**config.mk**
```make
export PLATFORM = sky130hd
export DESIGN_NAME = hsv_crossfade_pixel_engine_flat
export DESIGN_NICKNAME = d
export VERILOG_FILES = /design/src/rtl/hcf_pkg.sv /design/src/rtl/hcf_if.sv /design/src/rtl/hcf_ram.sv /design/src/rtl/hcf_queue.sv /design/src/rtl/hcf_front.sv /design/src/rtl/hcf_back.sv /design/src/rtl/hsv_crossfade_pixel_engine.sv /design/src/flat_wrapper.sv
export VERILOG_INCLUDE_DIRS = /design/src /design/src/rtl
export SDC_FILE = /design/constraint.sdc
export NUM_CORES = 2
export LEC_CHECK = 0
export BUFFER_PORTS_ARGS = -buffer_cell sky130_fd_sc_hd__buf_4
export CAP_MARGIN = 10
export CORE_MARGIN = 2
export CORE_UTILIZATION = 55
export CTS_BUF_LIST = sky130_fd_sc_hd__clkbuf_16
export CTS_CLUSTER_DIAMETER = 120
export DETAILED_ROUTE_END_ITERATION = 16
export PLACE_DENSITY_LB_ADDON = 0.08
export SLEW_MARGIN = 20
export SYNTH_ARGS = -nofsm -noshare
export SYNTH_HDL_FRONTEND = slang
export SYNTH_SLANG_ARGS = --single-unit
```
**constraint.sdc**
```tcl
create_clock -name clk -period 24.2 [get_ports clk]
set_input_delay 1.21 -clock clk [delete_from_list [all_inputs] [get_ports clk]]
set_output_delay 1.21 -clock clk [all_outputs]
set_load 0.02 [all_outputs]
```
**src/rtl/hsv_crossfade_pixel_engine_defines.svh**
```systemverilog
`ifndef HSV_CROSSFADE_PIXEL_ENGINE_DEFINES_SVH
`define HSV_CROSSFADE_PIXEL_ENGINE_DEFINES_SVH

// same-cycle implication, off while reset is asserted
`define HCF_ASSERT_IMPL(LBL, CK, RN, ANTE, CONS, MSG) \
	LBL: assert property (@(posedge CK) disable iff (!RN) (ANTE) |-> (CONS)) \
		else $error(MSG);

// next-cycle implication, off while reset is asserted
`define HCF_ASSERT_NEXT(LBL, CK, RN, ANTE, CONS, MSG) \
	LBL: assert property (@(posedge CK) disable iff (!RN) (ANTE) |=> (CONS)) \
		else $error(MSG);

`endif

```
**src/rtl/hcf_pkg.sv**
```systemverilog
package hcf_pkg;

	localparam int IDX_W   = 6;
	localparam int HUE_W   = 9;
	localparam int PCT_W   = 7;
	localparam int FRAME_W = 8;
	localparam int COLOR_W = 8;

	localparam int PIXEL_COUNT_DEF = 64;
	localparam int FADE_STEPS_DEF  = 32;
	localparam int QUEUE_DEPTH_DEF = 2;

	localparam int HUE_FULL   = 360;
	localparam int HUE_HALF   = 180;
	localparam int PCT_MAX    = 100;
	localparam int SECTOR_DEG = 60;

	// lerp arithmetic widths
	localparam int N_W        = 20;
	localparam int M_W        = 19;
	localparam int Q_W        = 18;
	localparam int RCP_W      = 20;
	localparam int RCP_SHIFT  = 20;

	// exact floor(x/100) for x < 43690, floor(x/60) for x < 23831
	localparam int DIV100_MUL   = 5243;
	localparam int DIV100_W     = 13;
	localparam int DIV100_SHIFT = 19;
	localparam int DIV60_MUL    = 17477;
	localparam int DIV60_W      = 15;
	localparam int DIV60_SHIFT  = 20;

	typedef enum logic {
		OP_LOAD = 1'b0,
		OP_TICK = 1'b1
	} hcf_op_t;

	// command passed from front to back through the queue
	typedef struct packed {
		hcf_op_t                 op;
		logic [IDX_W-1:0]        idx;
		logic [HUE_W-1:0]        s_hue;
		logic [PCT_W-1:0]        s_sat;
		logic [PCT_W-1:0]        s_val;
		logic signed [HUE_W-1:0] d_hue;
		logic signed [PCT_W:0]   d_sat;
		logic signed [PCT_W:0]   d_val;
		logic [FRAME_W-1:0]      frame;
	} hcf_cmd_t;

endpackage

```
**src/rtl/hcf_if.sv**
```systemverilog
interface hcf_cmd_if import hcf_pkg::*; ();
	logic               valid;
	logic               ready;
	logic               opcode;
	logic [IDX_W-1:0]   led_index;
	logic [HUE_W-1:0]   from_hue;
	logic [PCT_W-1:0]   from_sat;
	logic [PCT_W-1:0]   from_val;
	logic [HUE_W-1:0]   to_hue;
	logic [PCT_W-1:0]   to_sat;
	logic [PCT_W-1:0]   to_val;
	logic [FRAME_W-1:0] frame;

	modport source (
		output valid, opcode, led_index, from_hue, from_sat, from_val,
		output to_hue, to_sat, to_val, frame,
		input  ready
	);
	modport sink (
		input  valid, opcode, led_index, from_hue, from_sat, from_val,
		input  to_hue, to_sat, to_val, frame,
		output ready
	);
endinterface

interface hcf_pix_if import hcf_pkg::*; ();
	logic               valid;
	logic               ready;
	logic [IDX_W-1:0]   pixel_index;
	logic [COLOR_W-1:0] red;
	logic [COLOR_W-1:0] green;
	logic [COLOR_W-1:0] blue;
	logic               last_pixel;

	modport source (
		output valid, pixel_index, red, green, blue, last_pixel,
		input  ready
	);
	modport sink (
		input  valid, pixel_index, red, green, blue, last_pixel,
		output ready
	);
endinterface

```
**src/rtl/hcf_ram.sv**
```systemverilog
module hcf_ram #(
	parameter int WIDTH = 8,
	parameter int DEPTH = 64,
	localparam int AW = (DEPTH > 1) ? $clog2(DEPTH) : 1
) (
	input  logic             clk,
	input  logic             wr_en,
	input  logic [AW-1:0]    wr_addr,
	input  logic [WIDTH-1:0] wr_data,
	input  logic             rd_en,
	input  logic [AW-1:0]    rd_addr,
	output logic [WIDTH-1:0] rd_data
);
	logic [WIDTH-1:0] mem [DEPTH];

	always_ff @(posedge clk) begin
		if (wr_en) begin
			mem[wr_addr] <= wr_data;
		end
		if (rd_en) begin
			rd_data <= mem[rd_addr];
		end
	end
endmodule

```
**src/rtl/hcf_queue.sv**
```systemverilog
`include "hsv_crossfade_pixel_engine_defines.svh"

module hcf_queue import hcf_pkg::*; #(
	parameter int DEPTH = QUEUE_DEPTH_DEF
) (
	input  logic     clk,
	input  logic     arst_n,
	input  logic     push,
	input  hcf_cmd_t push_data,
	output logic     full,
	input  logic     pop,
	output hcf_cmd_t pop_data,
	output logic     not_empty
);
	localparam int PW = (DEPTH > 1) ? $clog2(DEPTH) : 1;
	localparam int CW = $clog2(DEPTH + 1);
	localparam logic [PW-1:0] LAST_PTR = PW'(DEPTH - 1);

	hcf_cmd_t      mem_q [DEPTH];
	logic [PW-1:0] wr_ptr_q;
	logic [PW-1:0] rd_ptr_q;
	logic [CW-1:0] count_q;

	assign full      = (count_q == CW'(DEPTH));
	assign not_empty = (count_q != '0);
	assign pop_data  = mem_q[rd_ptr_q];

	always_ff @(posedge clk or negedge arst_n) begin
		if (!arst_n) begin
			wr_ptr_q <= '0;
			rd_ptr_q <= '0;
			count_q  <= '0;
		end else begin
			if (push) begin
				wr_ptr_q <= (wr_ptr_q == LAST_PTR) ? '0 : wr_ptr_q + 1'b1;
			end
			if (pop) begin
				rd_ptr_q <= (rd_ptr_q == LAST_PTR) ? '0 : rd_ptr_q + 1'b1;
			end
			if (push && !pop) begin
				count_q <= count_q + 1'b1;
			end else if (pop && !push) begin
				count_q <= count_q - 1'b1;
			end
		end
	end

	always_ff @(posedge clk) begin
		if (push) begin
			mem_q[wr_ptr_q] <= push_data;
		end
	end

	`HCF_ASSERT_IMPL(a_push_not_full, clk, arst_n, push, !full, "queue written while full")
	`HCF_ASSERT_IMPL(a_pop_not_empty, clk, arst_n, pop, not_empty, "queue read while empty")
	`HCF_ASSERT_NEXT(a_push_holds, clk, arst_n, push && !pop, not_empty, "pushed item lost")
endmodule

```
**src/rtl/hcf_front.sv**
```systemverilog
module hcf_front import hcf_pkg::*; #(
	parameter int PIXEL_COUNT = PIXEL_COUNT_DEF,
	parameter int FADE_STEPS  = FADE_STEPS_DEF
) (
	hcf_cmd_if.sink  cmd,
	output hcf_cmd_t q_data,
	output logic     q_push,
	input  logic     q_full
);
	logic [HUE_W-1:0]      fh;
	logic [HUE_W-1:0]      th;
	logic [PCT_W-1:0]      fs;
	logic [PCT_W-1:0]      ts;
	logic [PCT_W-1:0]      fv;
	logic [PCT_W-1:0]      tv;
	logic signed [HUE_W:0] dh;
	logic signed [HUE_W:0] dh_wrap;
	logic                  in_range;

	always_comb begin
		// hue into 0..359, percentages saturate at 100
		fh = (cmd.from_hue >= HUE_W'(HUE_FULL)) ? cmd.from_hue - HUE_W'(HUE_FULL) : cmd.from_hue;
		th = (cmd.to_hue >= HUE_W'(HUE_FULL)) ? cmd.to_hue - HUE_W'(HUE_FULL) : cmd.to_hue;
		fs = (cmd.from_sat > PCT_W'(PCT_MAX)) ? PCT_W'(PCT_MAX) : cmd.from_sat;
		ts = (cmd.to_sat > PCT_W'(PCT_MAX)) ? PCT_W'(PCT_MAX) : cmd.to_sat;
		fv = (cmd.from_val > PCT_W'(PCT_MAX)) ? PCT_W'(PCT_MAX) : cmd.from_val;
		tv = (cmd.to_val > PCT_W'(PCT_MAX)) ? PCT_W'(PCT_MAX) : cmd.to_val;

		// shortest way round, -180..179
		dh = $signed({1'b0, th}) - $signed({1'b0, fh});
		priority if (dh >= (HUE_W+1)'(HUE_HALF)) begin
			dh_wrap = dh - (HUE_W+1)'(HUE_FULL);
		end else if (dh < -(HUE_W+1)'(HUE_HALF)) begin
			dh_wrap = dh + (HUE_W+1)'(HUE_FULL);
		end else begin
			dh_wrap = dh;
		end

		q_data.op    = hcf_op_t'(cmd.opcode);
		q_data.idx   = cmd.led_index;
		q_data.s_hue = fh;
		q_data.s_sat = fs;
		q_data.s_val = fv;
		q_data.d_hue = dh_wrap[HUE_W-1:0];
		q_data.d_sat = $signed({1'b0, ts}) - $signed({1'b0, fs});
		q_data.d_val = $signed({1'b0, tv}) - $signed({1'b0, fv});
		q_data.frame = (cmd.frame > FRAME_W'(FADE_STEPS)) ? FRAME_W'(FADE_STEPS) : cmd.frame;

		in_range = ({1'b0, cmd.led_index} < (IDX_W+1)'(PIXEL_COUNT));
	end

	// loads beyond the strip are taken and dropped
	assign cmd.ready = !q_full;
	assign q_push    = cmd.valid && !q_full && ((q_data.op == OP_TICK) || in_range);
endmodule

```
**src/rtl/hcf_back.sv**
```systemverilog
`include "hsv_crossfade_pixel_engine_defines.svh"

module hcf_back import hcf_pkg::*; #(
	parameter int PIXEL_COUNT = PIXEL_COUNT_DEF,
	parameter int FADE_STEPS  = FADE_STEPS_DEF
) (
	input  logic      clk,
	input  logic      arst_n,
	input  hcf_cmd_t  q_data,
	input  logic      q_valid,
	output logic      q_pop,
	hcf_pix_if.source pixel
);
	localparam int AW     = (PIXEL_COUNT > 1) ? $clog2(PIXEL_COUNT) : 1;
	localparam int NSTAGE = 12;
	localparam int LANES  = 3;
	localparam int V255_W = 15;
	localparam int P_W    = 15;
	localparam int P2_W   = 14;
	localparam int HMOD_W = 6;
	localparam int TWO_F_W = FRAME_W + 1;
	localparam logic [IDX_W-1:0]   LAST_IDX = IDX_W'(PIXEL_COUNT - 1);
	localparam logic [RCP_W-1:0]   RCP      = RCP_W'((1 << (RCP_SHIFT - 1)) / FADE_STEPS);
	localparam logic [TWO_F_W-1:0] TWO_F    = TWO_F_W'(2 * FADE_STEPS);

	typedef enum logic [1:0] {
		ST_IDLE = 2'b01,
		ST_WALK = 2'b10
	} state_t;

	typedef enum logic [2:0] {
		SEC_RED_YEL = 3'd0,
		SEC_YEL_GRN = 3'd1,
		SEC_GRN_CYN = 3'd2,
		SEC_CYN_BLU = 3'd3,
		SEC_BLU_MAG = 3'd4,
		SEC_MAG_RED = 3'd5
	} sector_t;

	typedef struct packed {
		logic [HUE_W-1:0]        s_hue;
		logic [PCT_W-1:0]        s_sat;
		logic [PCT_W-1:0]        s_val;
		logic signed [HUE_W-1:0] d_hue;
		logic signed [PCT_W:0]   d_sat;
		logic signed [PCT_W:0]   d_val;
	} entry_t;

	typedef struct packed {
		logic             valid;
		logic [IDX_W-1:0] idx;
		logic             last;
	} tag_t;

	localparam int ENT_W = $bits(entry_t);

	// sequencer
	state_t             state_q;
	logic [IDX_W-1:0]   idx_q;
	logic [FRAME_W-1:0] frame_q;
	logic               ent_valid_q [PIXEL_COUNT];
	logic               adv;
	logic               issue;
	logic               wr_en;
	entry_t             wr_ent;
	logic [ENT_W-1:0]   rd_data;
	tag_t               tag_q [NSTAGE];

	assign adv   = !pixel.valid || pixel.ready;
	assign issue = (state_q == ST_WALK) && adv;
	assign q_pop = (state_q == ST_IDLE) && q_valid;
	assign wr_en = q_pop && (q_data.op == OP_LOAD);

	always_comb begin
		wr_ent.s_hue = q_data.s_hue;
		wr_ent.s_sat = q_data.s_sat;
		wr_ent.s_val = q_data.s_val;
		wr_ent.d_hue = q_data.d_hue;
		wr_ent.d_sat = q_data.d_sat;
		wr_ent.d_val = q_data.d_val;
	end

	always_ff @(posedge clk or negedge arst_n) begin
		if (!arst_n) begin
			state_q <= ST_IDLE;
			idx_q   <= '0;
			for (int k = 0; k < PIXEL_COUNT; k++) begin
				ent_valid_q[k] <= 1'b0;
			end
		end else begin
			if (wr_en) begin
				ent_valid_q[q_data.idx[AW-1:0]] <= 1'b1;
			end
			unique case (state_q)
				ST_IDLE: begin
					if (q_pop && (q_data.op == OP_TICK)) begin
						idx_q   <= '0;
						state_q <= ST_WALK;
					end
				end
				ST_WALK: begin
					if (adv) begin
						if (idx_q == LAST_IDX) begin
							state_q <= ST_IDLE;
						end else begin
							idx_q <= idx_q + 1'b1;
						end
					end
				end
				default: begin
					state_q <= ST_IDLE;
				end
			endcase
		end
	end

	always_ff @(posedge clk) begin
		if (q_pop && (q_data.op == OP_TICK)) begin
			frame_q <= q_data.frame;
		end
	end

	hcf_ram #(
		.WIDTH (ENT_W),
		.DEPTH (PIXEL_COUNT)
	) u_ram (
		.clk     (clk),
		.wr_en   (wr_en),
		.wr_addr (q_data.idx[AW-1:0]),
		.wr_data (wr_ent),
		.rd_en   (adv),
		.rd_addr (idx_q[AW-1:0]),
		.rd_data (rd_data)
	);

	// item tags move with the datapath, all stages freeze on a stalled output
	always_ff @(posedge clk or negedge arst_n) begin
		if (!arst_n) begin
			for (int k = 0; k < NSTAGE; k++) begin
				tag_q[k] <= '0;
			end
		end else if (adv) begin
			tag_q[0] <= '{valid: issue, idx: idx_q, last: (idx_q == LAST_IDX)};
			for (int k = 1; k < NSTAGE; k++) begin
				tag_q[k] <= tag_q[k-1];
			end
		end
	end

	// datapath registers
	logic [FRAME_W-1:0]      frame_s1;
	logic                    ent_ok_s1;
	logic signed [N_W-1:0]   n_s2 [LANES];
	logic [M_W-1:0]          m_s3 [LANES];
	logic                    neg_s3 [LANES];
	logic [M_W-1:0]          m_s4 [LANES];
	logic                    neg_s4 [LANES];
	logic [Q_W-1:0]          qe_s4 [LANES];
	logic signed [N_W-1:0]   c_s5 [LANES];
	logic [HUE_W-1:0]        h_s6;
	logic [PCT_W-1:0]        s_s6;
	logic [V255_W-1:0]       v255_s6;
	logic [COLOR_W-1:0]      mx_s7;
	logic [PCT_W-1:0]        s_s7;
	sector_t                 sec_s7;
	logic [HMOD_W-1:0]       hmod_s7;
	logic [P_W-1:0]          p_s8;
	logic [COLOR_W-1:0]      mx_s8;
	sector_t                 sec_s8;
	logic [HMOD_W-1:0]       hmod_s8;
	logic [COLOR_W-1:0]      mx_s9;
	logic [COLOR_W-1:0]      mn_s9;
	sector_t                 sec_s9;
	logic [HMOD_W-1:0]       hmod_s9;
	logic [P2_W-1:0]         p2_s10;
	logic [COLOR_W-1:0]      mx_s10;
	logic [COLOR_W-1:0]      mn_s10;
	sector_t                 sec_s10;
	logic [COLOR_W-1:0]      adj_s11;
	logic [COLOR_W-1:0]      mx_s11;
	logic [COLOR_W-1:0]      mn_s11;
	sector_t                 sec_s11;
	logic [COLOR_W-1:0]      red_q;
	logic [COLOR_W-1:0]      green_q;
	logic [COLOR_W-1:0]      blue_q;

	// stage logic
	entry_t                  ent;
	logic [HUE_W-1:0]        st [LANES];
	logic signed [HUE_W-1:0] dl [LANES];
	logic signed [N_W-1:0]   n_c [LANES];
	logic signed [N_W-1:0]   mag [LANES];
	logic [M_W-1:0]          m_c [LANES];
	logic [M_W+RCP_W-1:0]    rcp_prod [LANES];
	logic [M_W-1:0]          chk [LANES];
	logic [M_W-1:0]          rem [LANES];
	logic [Q_W-1:0]          qf [LANES];
	logic signed [N_W-1:0]   c_c [LANES];
	logic [HUE_W-1:0]        h_c;
	logic [PCT_W-1:0]        pct_c [2];
	logic [V255_W+DIV100_W-1:0] mx_prod;
	sector_t                 sec_c;
	logic [HUE_W-1:0]        sec_base;
	logic [P_W+DIV100_W-1:0] mn_prod;
	logic [P2_W+DIV60_W-1:0] adj_prod;
	logic [COLOR_W-1:0]      r_c;
	logic [COLOR_W-1:0]      g_c;
	logic [COLOR_W-1:0]      b_c;

	// s1 -> s2: n = start*F + delta*f, per channel
	always_comb begin
		ent   = ent_ok_s1 ? entry_t'(rd_data) : '0;
		st[0] = ent.s_hue;
		st[1] = HUE_W'(ent.s_sat);
		st[2] = HUE_W'(ent.s_val);
		dl[0] = ent.d_hue;
		dl[1] = HUE_W'(ent.d_sat);
		dl[2] = HUE_W'(ent.d_val);
		for (int l = 0; l < LANES; l++) begin
			n_c[l] = $signed(N_W'(st[l])) * $signed(N_W'(FADE_STEPS))
				+ N_W'(dl[l]) * $signed(N_W'(frame_s1));
		end
	end

	// s2 -> s3: sign and magnitude, m = 2|n| + F
	// s3 -> s4: quotient estimate from the reciprocal of 2F
	// s4 -> s5: one correction step, sign back on
	always_comb begin
		for (int l = 0; l < LANES; l++) begin
			mag[l]      = n_s2[l][N_W-1] ? -n_s2[l] : n_s2[l];
			m_c[l]      = {mag[l][M_W-2:0], 1'b0} + M_W'(FADE_STEPS);
			rcp_prod[l] = (M_W+RCP_W)'(m_s3[l]) * (M_W+RCP_W)'(RCP);
			chk[l]      = M_W'(M_W'(qe_s4[l]) * M_W'(TWO_F));
			rem[l]      = m_s4[l] - chk[l];
			qf[l]       = (rem[l] >= M_W'(TWO_F)) ? qe_s4[l] + 1'b1 : qe_s4[l];
			c_c[l]      = neg_s4[l] ? -$signed(N_W'(qf[l])) : $signed(N_W'(qf[l]));
		end
	end

	// s5 -> s6: hue wrap, percent clamp, v*255
	always_comb begin
		if (c_s5[0] < 0) begin
			h_c = HUE_W'(c_s5[0] + N_W'(HUE_FULL));
		end else if (c_s5[0] >= N_W'(HUE_FULL)) begin
			h_c = HUE_W'(c_s5[0] - N_W'(HUE_FULL));
		end else begin
			h_c = HUE_W'(c_s5[0]);
		end
		for (int l = 0; l < 2; l++) begin
			if (c_s5[l+1] < 0) begin
				pct_c[l] = '0;
			end else if (c_s5[l+1] > N_W'(PCT_MAX)) begin
				pct_c[l] = PCT_W'(PCT_MAX);
			end else begin
				pct_c[l] = PCT_W'(c_s5[l+1]);
			end
		end
	end

	// s6 -> s7: max = v*255/100, sector and offset within it
	always_comb begin
		mx_prod = (V255_W+DIV100_W)'(v255_s6) * (V255_W+DIV100_W)'(DIV100_MUL);
		priority if (h_s6 >= HUE_W'(5 * SECTOR_DEG)) begin
			sec_c    = SEC_MAG_RED;
			sec_base = HUE_W'(5 * SECTOR_DEG);
		end else if (h_s6 >= HUE_W'(4 * SECTOR_DEG)) begin
			sec_c    = SEC_BLU_MAG;
			sec_base = HUE_W'(4 * SECTOR_DEG);
		end else if (h_s6 >= HUE_W'(3 * SECTOR_DEG)) begin
			sec_c    = SEC_CYN_BLU;
			sec_base = HUE_W'(3 * SECTOR_DEG);
		end else if (h_s6 >= HUE_W'(2 * SECTOR_DEG)) begin
			sec_c    = SEC_GRN_CYN;
			sec_base = HUE_W'(2 * SECTOR_DEG);
		end else if (h_s6 >= HUE_W'(SECTOR_DEG)) begin
			sec_c    = SEC_YEL_GRN;
			sec_base = HUE_W'(SECTOR_DEG);
		end else begin
			sec_c    = SEC_RED_YEL;
			sec_base = '0;
		end
	end

	// s8 -> s9 min, s10 -> s11 adj, s11 -> out sector select
	always_comb begin
		mn_prod  = (P_W+DIV100_W)'(p_s8) * (P_W+DIV100_W)'(DIV100_MUL);
		adj_prod = (P2_W+DIV60_W)'(p2_s10) * (P2_W+DIV60_W)'(DIV60_MUL);
		unique case (sec_s11)
			SEC_RED_YEL: begin
				r_c = mx_s11;
				g_c = mn_s11 + adj_s11;
				b_c = mn_s11;
			end
			SEC_YEL_GRN: begin
				r_c = mx_s11 - adj_s11;
				g_c = mx_s11;
				b_c = mn_s11;
			end
			SEC_GRN_CYN: begin
				r_c = mn_s11;
				g_c = mx_s11;
				b_c = mn_s11 + adj_s11;
			end
			SEC_CYN_BLU: begin
				r_c = mn_s11;
				g_c = mx_s11 - adj_s11;
				b_c = mx_s11;
			end
			SEC_BLU_MAG: begin
				r_c = mn_s11 + adj_s11;
				g_c = mn_s11;
				b_c = mx_s11;
			end
			default: begin
				r_c = mx_s11;
				g_c = mn_s11;
				b_c = mx_s11 - adj_s11;
			end
		endcase
	end

	always_ff @(posedge clk) begin
		if (adv) begin
			frame_s1  <= frame_q;
			ent_ok_s1 <= ent_valid_q[idx_q[AW-1:0]];
			for (int l = 0; l < LANES; l++) begin
				n_s2[l]   <= n_c[l];
				m_s3[l]   <= m_c[l];
				neg_s3[l] <= n_s2[l][N_W-1];
				m_s4[l]   <= m_s3[l];
				neg_s4[l] <= neg_s3[l];
				qe_s4[l]  <= rcp_prod[l][RCP_SHIFT +: Q_W];
				c_s5[l]   <= c_c[l];
			end
			h_s6    <= h_c;
			s_s6    <= pct_c[0];
			v255_s6 <= V255_W'({pct_c[1], 8'b0}) - V255_W'(pct_c[1]);
			mx_s7   <= mx_prod[DIV100_SHIFT +: COLOR_W];
			s_s7    <= s_s6;
			sec_s7  <= sec_c;
			hmod_s7 <= HMOD_W'(h_s6 - sec_base);
			p_s8    <= P_W'(mx_s7) * P_W'(PCT_W'(PCT_MAX) - s_s7);
			mx_s8   <= mx_s7;
			sec_s8  <= sec_s7;
			hmod_s8 <= hmod_s7;
			mn_s9   <= mn_prod[DIV100_SHIFT +: COLOR_W];
			mx_s9   <= mx_s8;
			sec_s9  <= sec_s8;
			hmod_s9 <= hmod_s8;
			p2_s10  <= P2_W'(mx_s9 - mn_s9) * P2_W'(hmod_s9);
			mx_s10  <= mx_s9;
			mn_s10  <= mn_s9;
			sec_s10 <= sec_s9;
			adj_s11 <= adj_prod[DIV60_SHIFT +: COLOR_W];
			mx_s11  <= mx_s10;
			mn_s11  <= mn_s10;
			sec_s11 <= sec_s10;
			red_q   <= r_c;
			green_q <= g_c;
			blue_q  <= b_c;
		end
	end

	assign pixel.valid       = tag_q[NSTAGE-1].valid;
	assign pixel.pixel_index = tag_q[NSTAGE-1].idx;
	assign pixel.last_pixel  = tag_q[NSTAGE-1].last;
	assign pixel.red         = red_q;
	assign pixel.green       = green_q;
	assign pixel.blue        = blue_q;

	`HCF_ASSERT_IMPL(a_walk_in_range, clk, arst_n, state_q == ST_WALK, idx_q <= LAST_IDX, "walk index past strip")
	`HCF_ASSERT_IMPL(a_last_is_end, clk, arst_n, pixel.valid && pixel.last_pixel, pixel.pixel_index == LAST_IDX, "last flag on wrong led")
	`HCF_ASSERT_IMPL(a_no_load_in_walk, clk, arst_n, wr_en, !issue, "store written during a walk")
endmodule

```
**src/rtl/hsv_crossfade_pixel_engine.sv**
```systemverilog
// channel  modport  carries
// cmd      sink     load or tick item: opcode, led_index, from/to hsv, frame
// pixel    source   one rgb item per led on a tick, last_pixel on the final led
//
// a tick leaves the command queue, then one led a cycle is read from the color store
// while the pixel output is not stalled, each result passing the datapath registers;
// a load is written as it leaves the queue; the front takes an item every cycle while
// the QUEUE_DEPTH command queue has room, so loads queue up behind a running tick
// reset clears the per-led valid flags, so every led reads as black at once
// a stalled pixel output freezes the whole back-end pipeline and the led walk
module hsv_crossfade_pixel_engine import hcf_pkg::*; #(
	parameter int PIXEL_COUNT = PIXEL_COUNT_DEF,
	parameter int FADE_STEPS  = FADE_STEPS_DEF,
	parameter int QUEUE_DEPTH = QUEUE_DEPTH_DEF
) (
	input  logic      clk,
	input  logic      arst_n,
	hcf_cmd_if.sink   cmd,
	hcf_pix_if.source pixel
);
	// front to queue
	hcf_cmd_t q_wdata;
	logic     q_push;
	logic     q_full;

	// queue to back
	hcf_cmd_t q_rdata;
	logic     q_pop;
	logic     q_valid;

	// front: range fixes, hue path and deltas, frame saturation
	hcf_front #(
		.PIXEL_COUNT (PIXEL_COUNT),
		.FADE_STEPS  (FADE_STEPS)
	) u_front (
		.cmd    (cmd),
		.q_data (q_wdata),
		.q_push (q_push),
		.q_full (q_full)
	);

	// short command queue decoupling front and back
	hcf_queue #(
		.DEPTH (QUEUE_DEPTH)
	) u_queue (
		.clk       (clk),
		.arst_n    (arst_n),
		.push      (q_push),
		.push_data (q_wdata),
		.full      (q_full),
		.pop       (q_pop),
		.pop_data  (q_rdata),
		.not_empty (q_valid)
	);

	// back: color store, led walk, lerp and hsv to rgb pipeline
	hcf_back #(
		.PIXEL_COUNT (PIXEL_COUNT),
		.FADE_STEPS  (FADE_STEPS)
	) u_back (
		.clk     (clk),
		.arst_n  (arst_n),
		.q_data  (q_rdata),
		.q_valid (q_valid),
		.q_pop   (q_pop),
		.pixel   (pixel)
	);
endmodule

```
**src/flat_wrapper.sv**
```systemverilog
// flat-port wrapper written by rule: the top's interface ports become plain ports
module hsv_crossfade_pixel_engine_flat import hcf_pkg::*;
#(
	parameter int PIXEL_COUNT = PIXEL_COUNT_DEF,
	parameter int FADE_STEPS  = FADE_STEPS_DEF,
	parameter int QUEUE_DEPTH = QUEUE_DEPTH_DEF
)
  (clk, arst_n, cmd_valid, cmd_opcode, cmd_led_index, cmd_from_hue, cmd_from_sat, cmd_from_val, cmd_to_hue, cmd_to_sat, cmd_to_val, cmd_frame, cmd_ready, pixel_valid, pixel_pixel_index, pixel_red, pixel_green, pixel_blue, pixel_last_pixel, pixel_ready);
  hcf_cmd_if cmd_i ();
  hcf_pix_if pixel_i ();
  input  logic clk;
  input  logic arst_n;
  input wire logic [$bits(cmd_i.valid)-1:0] cmd_valid;
  input wire logic [$bits(cmd_i.opcode)-1:0] cmd_opcode;
  input wire logic [$bits(cmd_i.led_index)-1:0] cmd_led_index;
  input wire logic [$bits(cmd_i.from_hue)-1:0] cmd_from_hue;
  input wire logic [$bits(cmd_i.from_sat)-1:0] cmd_from_sat;
  input wire logic [$bits(cmd_i.from_val)-1:0] cmd_from_val;
  input wire logic [$bits(cmd_i.to_hue)-1:0] cmd_to_hue;
  input wire logic [$bits(cmd_i.to_sat)-1:0] cmd_to_sat;
  input wire logic [$bits(cmd_i.to_val)-1:0] cmd_to_val;
  input wire logic [$bits(cmd_i.frame)-1:0] cmd_frame;
  output wire logic [$bits(cmd_i.ready)-1:0] cmd_ready;
  output wire logic [$bits(pixel_i.valid)-1:0] pixel_valid;
  output wire logic [$bits(pixel_i.pixel_index)-1:0] pixel_pixel_index;
  output wire logic [$bits(pixel_i.red)-1:0] pixel_red;
  output wire logic [$bits(pixel_i.green)-1:0] pixel_green;
  output wire logic [$bits(pixel_i.blue)-1:0] pixel_blue;
  output wire logic [$bits(pixel_i.last_pixel)-1:0] pixel_last_pixel;
  input wire logic [$bits(pixel_i.ready)-1:0] pixel_ready;
  assign cmd_i.valid = cmd_valid;
  assign cmd_i.opcode = cmd_opcode;
  assign cmd_i.led_index = cmd_led_index;
  assign cmd_i.from_hue = cmd_from_hue;
  assign cmd_i.from_sat = cmd_from_sat;
  assign cmd_i.from_val = cmd_from_val;
  assign cmd_i.to_hue = cmd_to_hue;
  assign cmd_i.to_sat = cmd_to_sat;
  assign cmd_i.to_val = cmd_to_val;
  assign cmd_i.frame = cmd_frame;
  assign cmd_ready = cmd_i.ready;
  assign pixel_valid = pixel_i.valid;
  assign pixel_pixel_index = pixel_i.pixel_index;
  assign pixel_red = pixel_i.red;
  assign pixel_green = pixel_i.green;
  assign pixel_blue = pixel_i.blue;
  assign pixel_last_pixel = pixel_i.last_pixel;
  assign pixel_i.ready = pixel_ready;
  hsv_crossfade_pixel_engine #(.PIXEL_COUNT(PIXEL_COUNT), .FADE_STEPS(FADE_STEPS), .QUEUE_DEPTH(QUEUE_DEPTH)) u_core (.clk(clk), .arst_n(arst_n), .cmd(cmd_i), .pixel(pixel_i));
endmodule
```
* After elaboration in Yosys (flattened, before gate mapping)
Memory sizes are Yosys's and may differ from the RTL's. A register that Yosys moved wholly into a read port is not among the register bits.
Cells that the tools add are included.
** Cells by class
- Bitwise gates (word level) :: 4
- $add $sub $neg :: 38
- Reductions and logical operators :: 25
- $mul :: 8
- $lt $le $gt $ge :: 26
- Equality and inequality tests :: 12
- Muxes and demuxes :: 59
** Operators with widths (number)
- $mux W18 :: 6
- $pmux W8 S3 :: 3
- $or A64 B64 Y64 :: 1
- $lt A20 B1 Y1 const B :: 3
- $mux W20 :: 3
- $neg A18 Y20 :: 3
- $add A19 B6 Y19 const B :: 3
- $ge A19 B7 Y1 const B :: 3
- $sub A19 B19 Y19 :: 3
- $add A18 B1 Y18 const B :: 3
- $mul A15 B13 Y27 const B :: 2
- $mux W9 :: 6
- $neg A18 Y18 :: 3
- $mux W7 :: 7
- $mux W48 :: 1
- $mux W6 :: 8
- $gt A20 B8 Y1 const B :: 2
- $add A13 B17 Y18 :: 2
- $sub A9 B9 Y9 const B :: 4
- $mul A8 B9 Y17 :: 2
- $gt A7 B7 Y1 const B :: 4
- $mul A14 B15 Y28 const B :: 1
- $ge A9 B9 Y1 const B :: 3
- $ge A20 B10 Y1 const B :: 1
- 50 further kinds :: 95
** Word-level totals
- Bits in registers :: 385
- Output and inout bits :: 33
- Bits in writable memories :: 3477
- Logic and storage cells :: 317
- Input bits :: 65
- Memories kept :: 9
** Memory list
- u_core.u_back.u_ram.mem :: words 64, bits a word 48, read ports 1, clocked after Yosys merged registers in 1, wr ports 1, line hcf_ram.sv:14 : logic [WIDTH-1:0] mem [DEPTH];
- u_core.u_queue.mem_q :: words 2, bits a word 63, read ports 1, clocked after Yosys merged registers in 0, wr ports 1, line hcf_queue.sv:19 : hcf_cmd_t mem_q [DEPTH];
- u_core.u_back.c_s5 :: words 3, bits a word 20, read ports 3, clocked after Yosys merged registers in 0, wr ports 3, line hcf_back.sv:159 : logic signed [N_W-1:0] c_s5 [LANES];
- u_core.u_back.n_s2 :: words 3, bits a word 20, read ports 3, clocked after Yosys merged registers in 0, wr ports 3, line hcf_back.sv:153 : logic signed [N_W-1:0] n_s2 [LANES];
- u_core.u_back.m_s3 :: words 3, bits a word 19, read ports 3, clocked after Yosys merged registers in 0, wr ports 3, line hcf_back.sv:154 : logic [M_W-1:0] m_s3 [LANES];
- u_core.u_back.m_s4 :: words 3, bits a word 19, read ports 3, clocked after Yosys merged registers in 0, wr ports 3, line hcf_back.sv:156 : logic [M_W-1:0] m_s4 [LANES];
- 3 more memories

* Longest topological paths before layout
- Depth in word-level cells :: 7
- Mapped depth :: 25
- Depth with buffers taken out :: 25

* By module
A second synthesis with hierarchy kept.
** Second synthesis, totals
- Cells, all modules :: 10044
- Area, all modules :: 171543.3 um^2
** By module, submodules not included
- hcf_ram :: sequential area each 93689.9 um^2, times used 1, area an instance 118351.0 um^2, cells each 5227
- hcf_back :: sequential area each 16577.1 um^2, times used 1, area an instance 46095.5 um^2, cells each 4306
- hcf_queue :: sequential area each 3883.7 um^2, times used 1, area an instance 5034.8 um^2, cells each 212
- hcf_front :: sequential area each 0.0 um^2, times used 1, area an instance 2062.0 um^2, cells each 299

* Least setup slack after synthesis
Ideal clock, no wire load.
- Path type :: input to register
- From :: input port pixel_ready
- To :: register u_core.u_back.adj_s11[0] (enable)
- Buffers on the path :: 2
- Stages :: 4
- Data required time :: 23.204 ns
- Setup time :: 0.996 ns
- Slack :: 9.306 ns
- Data arrival time :: 13.898 ns
- Cell sequence :: nor2b_1 > clkbuf_1 > inv_2 > clkbuf_1
** On the way
- Longest elaborated chain between the ends :: 1
** RTL lines
- start, declared :: line flat_wrapper.sv:30 : input wire logic [$bits(pixel_i.ready)-1:0] pixel_ready;
- $logic_or A1 B1 Y1 :: line hcf_back.sv:69 : assign adv = !pixel.valid || pixel.ready;
- end signal, assigned :: line hcf_back.sv:354 : adj_s11 <= adj_prod[DIV60_SHIFT +: COLOR_W];
- end, declared :: line hcf_back.sv:179 : logic [COLOR_W-1:0] adj_s11;
Every way passes these cells.
A chain may end at the register's enable or synchronous reset.

==> run metrics <==
Final HPWL DP 244000 µm; starting density of the core 55.3%; Buf+Inv Stages, Crit Path 2; predominant post-synthesis flop cell edfxtp_1; CP Launch Type register; synth cell count leaders edfxtp_1, mux4_2, inv_1, ha_1, nand2_1; crit path DAT 7140 ps; die span in x 559 µm; Critical Path RT 24860 ps; Worst Hold Class primary input to async pin; FF/Latch Area 0.114 mm²; largest net degree at the start of global routing 194; antenna-violating nets left 0; H-tree Lvls 5; Setup Buffers After CTS 0; max-slew violations 0; Overflow after GRT 0; Slowest cell on crit path fa_1; die height 559 µm; core area 0.306 mm²; initial antenna violation count 15; drt pass-1 iters 6; register clock-pin slew on the reported worst setup and hold paths 60 ps; Yosys Warn Count 0; Final Hold Fails 0; first-pass GRT wire length 623000 µm; row cnt 203; Post-synth EDFFs 3658; count of cell types in the netlist 83; outcome complete, no violations; worst stage delay on the critical path 510 ps; nature of the critical path endpoint register; Avg Inst Size Synth 18.6 µm²; slew margin rel. 18.1%; critical path's top delay family adder cells; Final setup viols 0; PortBufs 97; FILL cells 21600; area of the multi-input gates 0.0514 mm²; clk_lat worst skew 980 ps; FFs w/ async S/R, synth 4.49%; Synth Cell Area 0.169 mm²; Crit Path Category register to register; drt drc 0; Power Density 152 mW/mm²; via count 87200; Die ar. 0.312 mm²; CP Cell Sequence buf_12 > nand2_1 > or2_2 > fa_1 > fa_1 > inv_1 > fa_1 > fa_1 > fa_1 > ha_1 > a21o_1 > a21oi_1 > nor2b_1 > o21a_1 > o311a_1 > o21a_1 > o21a_1 > o41a_1 > xor2_1; most common cell in the netlist edfxtp_1; FMAX 154 MHz; Cells after Synth 9096; worst slew pin tran 1230 ps; area grow syn2layout 11.1%; Fin Setup TNS 0 ps; dominant cells by area after synthesis edfxtp_1, mux4_2, fa_1; maximum clock path buffer count 4; Worst VDD drop 0.379 mV; CP max FO 193; Starting DRT DRC Count 11400; share of cells above drive strength 1 21.3%; min Tclk post-route 6480 ps; CTS Root Cell clkbuf_16; GP Congestion 0.841; WL per Instance 31.6 µm; sequential area share after synthesis 67.5%; # nets final 10400; LEAKAGE 66.6 nW; CP most frequent cell fa_1; Max Clock Skew 94.8 ps; total power draw 28.6 mW; CTS Buf Count 391; Synth Register Bits 3830; Final period util 26.8%; GRT Util Overall 28.3%; CTS tree yes; RSZ-0062 raised after global routing no; post-cts sizing count 0; routed vias/inst 6.31; leading area contributor after synthesis edfxtp_1; vias in the first global route 87700; Ports 98; final wirelength 437000 µm; Max Cap Violations 0; Post-CTS Hold Buffers 0; post-synth top area share 64.9%; clock sink total 3830
==> path summary, 6_finish.rpt <==
| kind | from | endpoint | slack [ps] | cells after the start |
|---|---|---|---|---|
| worst max-delay path | u_core.u_back.ent_ok_s1$_DFFE_PN_ | u_core.u_back.n_s2[0][58]$_DFFE_PN_ | 17720 | 19 |
| worst min-delay path | arst_n | u_core.u_queue.rd_ptr_q$_DFFE_PN0P_ | 300 | 1 |
| worst max register to register | u_core.u_back.ent_ok_s1$_DFFE_PN_ | u_core.u_back.n_s2[0][58]$_DFFE_PN_ | 17720 | 19 |
| worst min register to register | u_core.u_back.h_s6[1]$_DFFE_PN_ | u_core.u_back.hmod_s7[1]$_DFFE_PN_ | 380 | 0 |
| max in group asynchronous | arst_n | u_core.u_back.tag_q[49]$_DFFE_PN0N_ | 22570 | 2 |
| min in group clk | u_core.u_back.h_s6[1]$_DFFE_PN_ | u_core.u_back.hmod_s7[1]$_DFFE_PN_ | 380 | 0 |
==> sequential cells by signal (all words and copies together) (netlist names), 9 cells and up <==
signal / count
u_core.u_back.u_ram.mem: 3072
u_core.u_queue.mem_q: 126
u_core.u_back.tag_q: 88
u_core.u_back.ent_valid_q: 64
u_core.u_back.c_s5: 60
u_core.u_back.n_s2: 55
u_core.u_back.u_ram.rd_data: 48
u_core.u_back.m_s3: 39
u_core.u_back.qe_s4: 39
u_core.u_back.p_s8: 15
u_core.u_back.v255_s6: 15
u_core.u_back.p2_s10: 14
u_core.u_back.h_s6: 9
==> report_power, final <==
group	internal, mW	switching (mW)
Clock	3.17	2.56
Combinational	5.68	7.46
Sequential	9.11	0.625
==> layout make-up <==
type | count | area share, %
Inverter | 754 | 1.51
Clock buffer | 397 | 5.29
Clock inverter | 302 | 1.15
Multi-Input combinational cell | 4146 | 27.4
Sequential cell | 3830 | 60.7
Antenna cell | 13 | 0.0173
Tap cell | 4100 | 2.73
Timing Repair Buffer | 278 | 1.20
==> cells in the final DEF, fill, tap and decap left out, types with 21 or more instances in the layout <==
| cell type | count |
|---|---|
| a21o_1 | 40 |
| a21oi_1 | 110 |
| and2_1 | 100 |
| and3_1 | 130 |
| buf_4 | 264 |
| clkbuf_16 | 397 |
| clkinv_1 | 96 |
| clkinv_2 | 56 |
| dfrtp_1 | 164 |
| edfxtp_1 | 3658 |
| fa_1 | 393 |
| ha_1 | 554 |
| inv_1 | 841 |
| mux2_2 | 38 |
| mux2_4 | 23 |
| mux4_2 | 1029 |
| nand2_1 | 517 |
| nand2b_1 | 40 |
| nand3_1 | 75 |
| nor2_1 | 157 |
| nor2_4 | 65 |
| nor2b_1 | 43 |
| nor3_1 | 47 |
| o21a_1 | 30 |
| o21ai_0 | 101 |
| o21bai_1 | 21 |
| or2_2 | 93 |
| xnor2_1 | 194 |
| xor2_1 | 64 |
==> stage by stage <==
| stage | hold WS (ps) | utilization (%) | cells | area (µm²) | setup WS (ps) |
|---|---|---|---|---|---|
| 2_1_floorplan | 400 | - | 9099 | 169000 | 9310 |
| 3_3_place_gp | 401 | 57.4 | 13100 | 176000 | 17830 |
| 3_5_place_dp | 405 | 57.4 | 13100 | 176000 | 17760 |
| 4_1_cts | 309 | 61.4 | 13800 | 188000 | 17720 |
| 5_1_grt | 355 | 61.4 | 13800 | 188000 | 17380 |
| 6_report | 297 | 61.4 | 13800 | 188000 | 17720 |
==> worst register-to-register path, stage by stage, from the launching register on <==
cell and delay, ps:
edfxtp_1 370, buf_12 400, nand2_1 500, or2_2 380
fa_1 450, fa_1 510, inv_1 50, fa_1 460
fa_1 510, fa_1 410, ha_1 330, a21o_1 170
a21oi_1 240, nor2b_1 80, o21a_1 180, o311a_1 310
o21a_1 190, o21a_1 180, o41a_1 340, xor2_1 150
==> routing by layer <==
metal / global-route usage (%) / part of all wire, % / up-vias
met5: 0 / 0.0030 / -
met4: 7.97 / 2.9 / 2
met2: 46.0 / 49 / 4084
li1: - / - / 35800
met1: 39.7 / 39 / 46600
met3: 5.03 / 9.2 / 688
==> logic make-up after synthesis <==
family	after synthesis	share of synthesized area, %
flip-flops	3830	67.5
AND/OR/NAND/NOR	1346	3.83
buffers and inverters	1123	2.51
multiplexers	1105	14.2
adder cells (fa/ha/maj)	949	8.76
AO/OA/AOI/OAI	483	1.90
XOR/XNOR	259	1.34
other	1	0.00222
No activity file was read; power rests on OpenSTA's default activity.
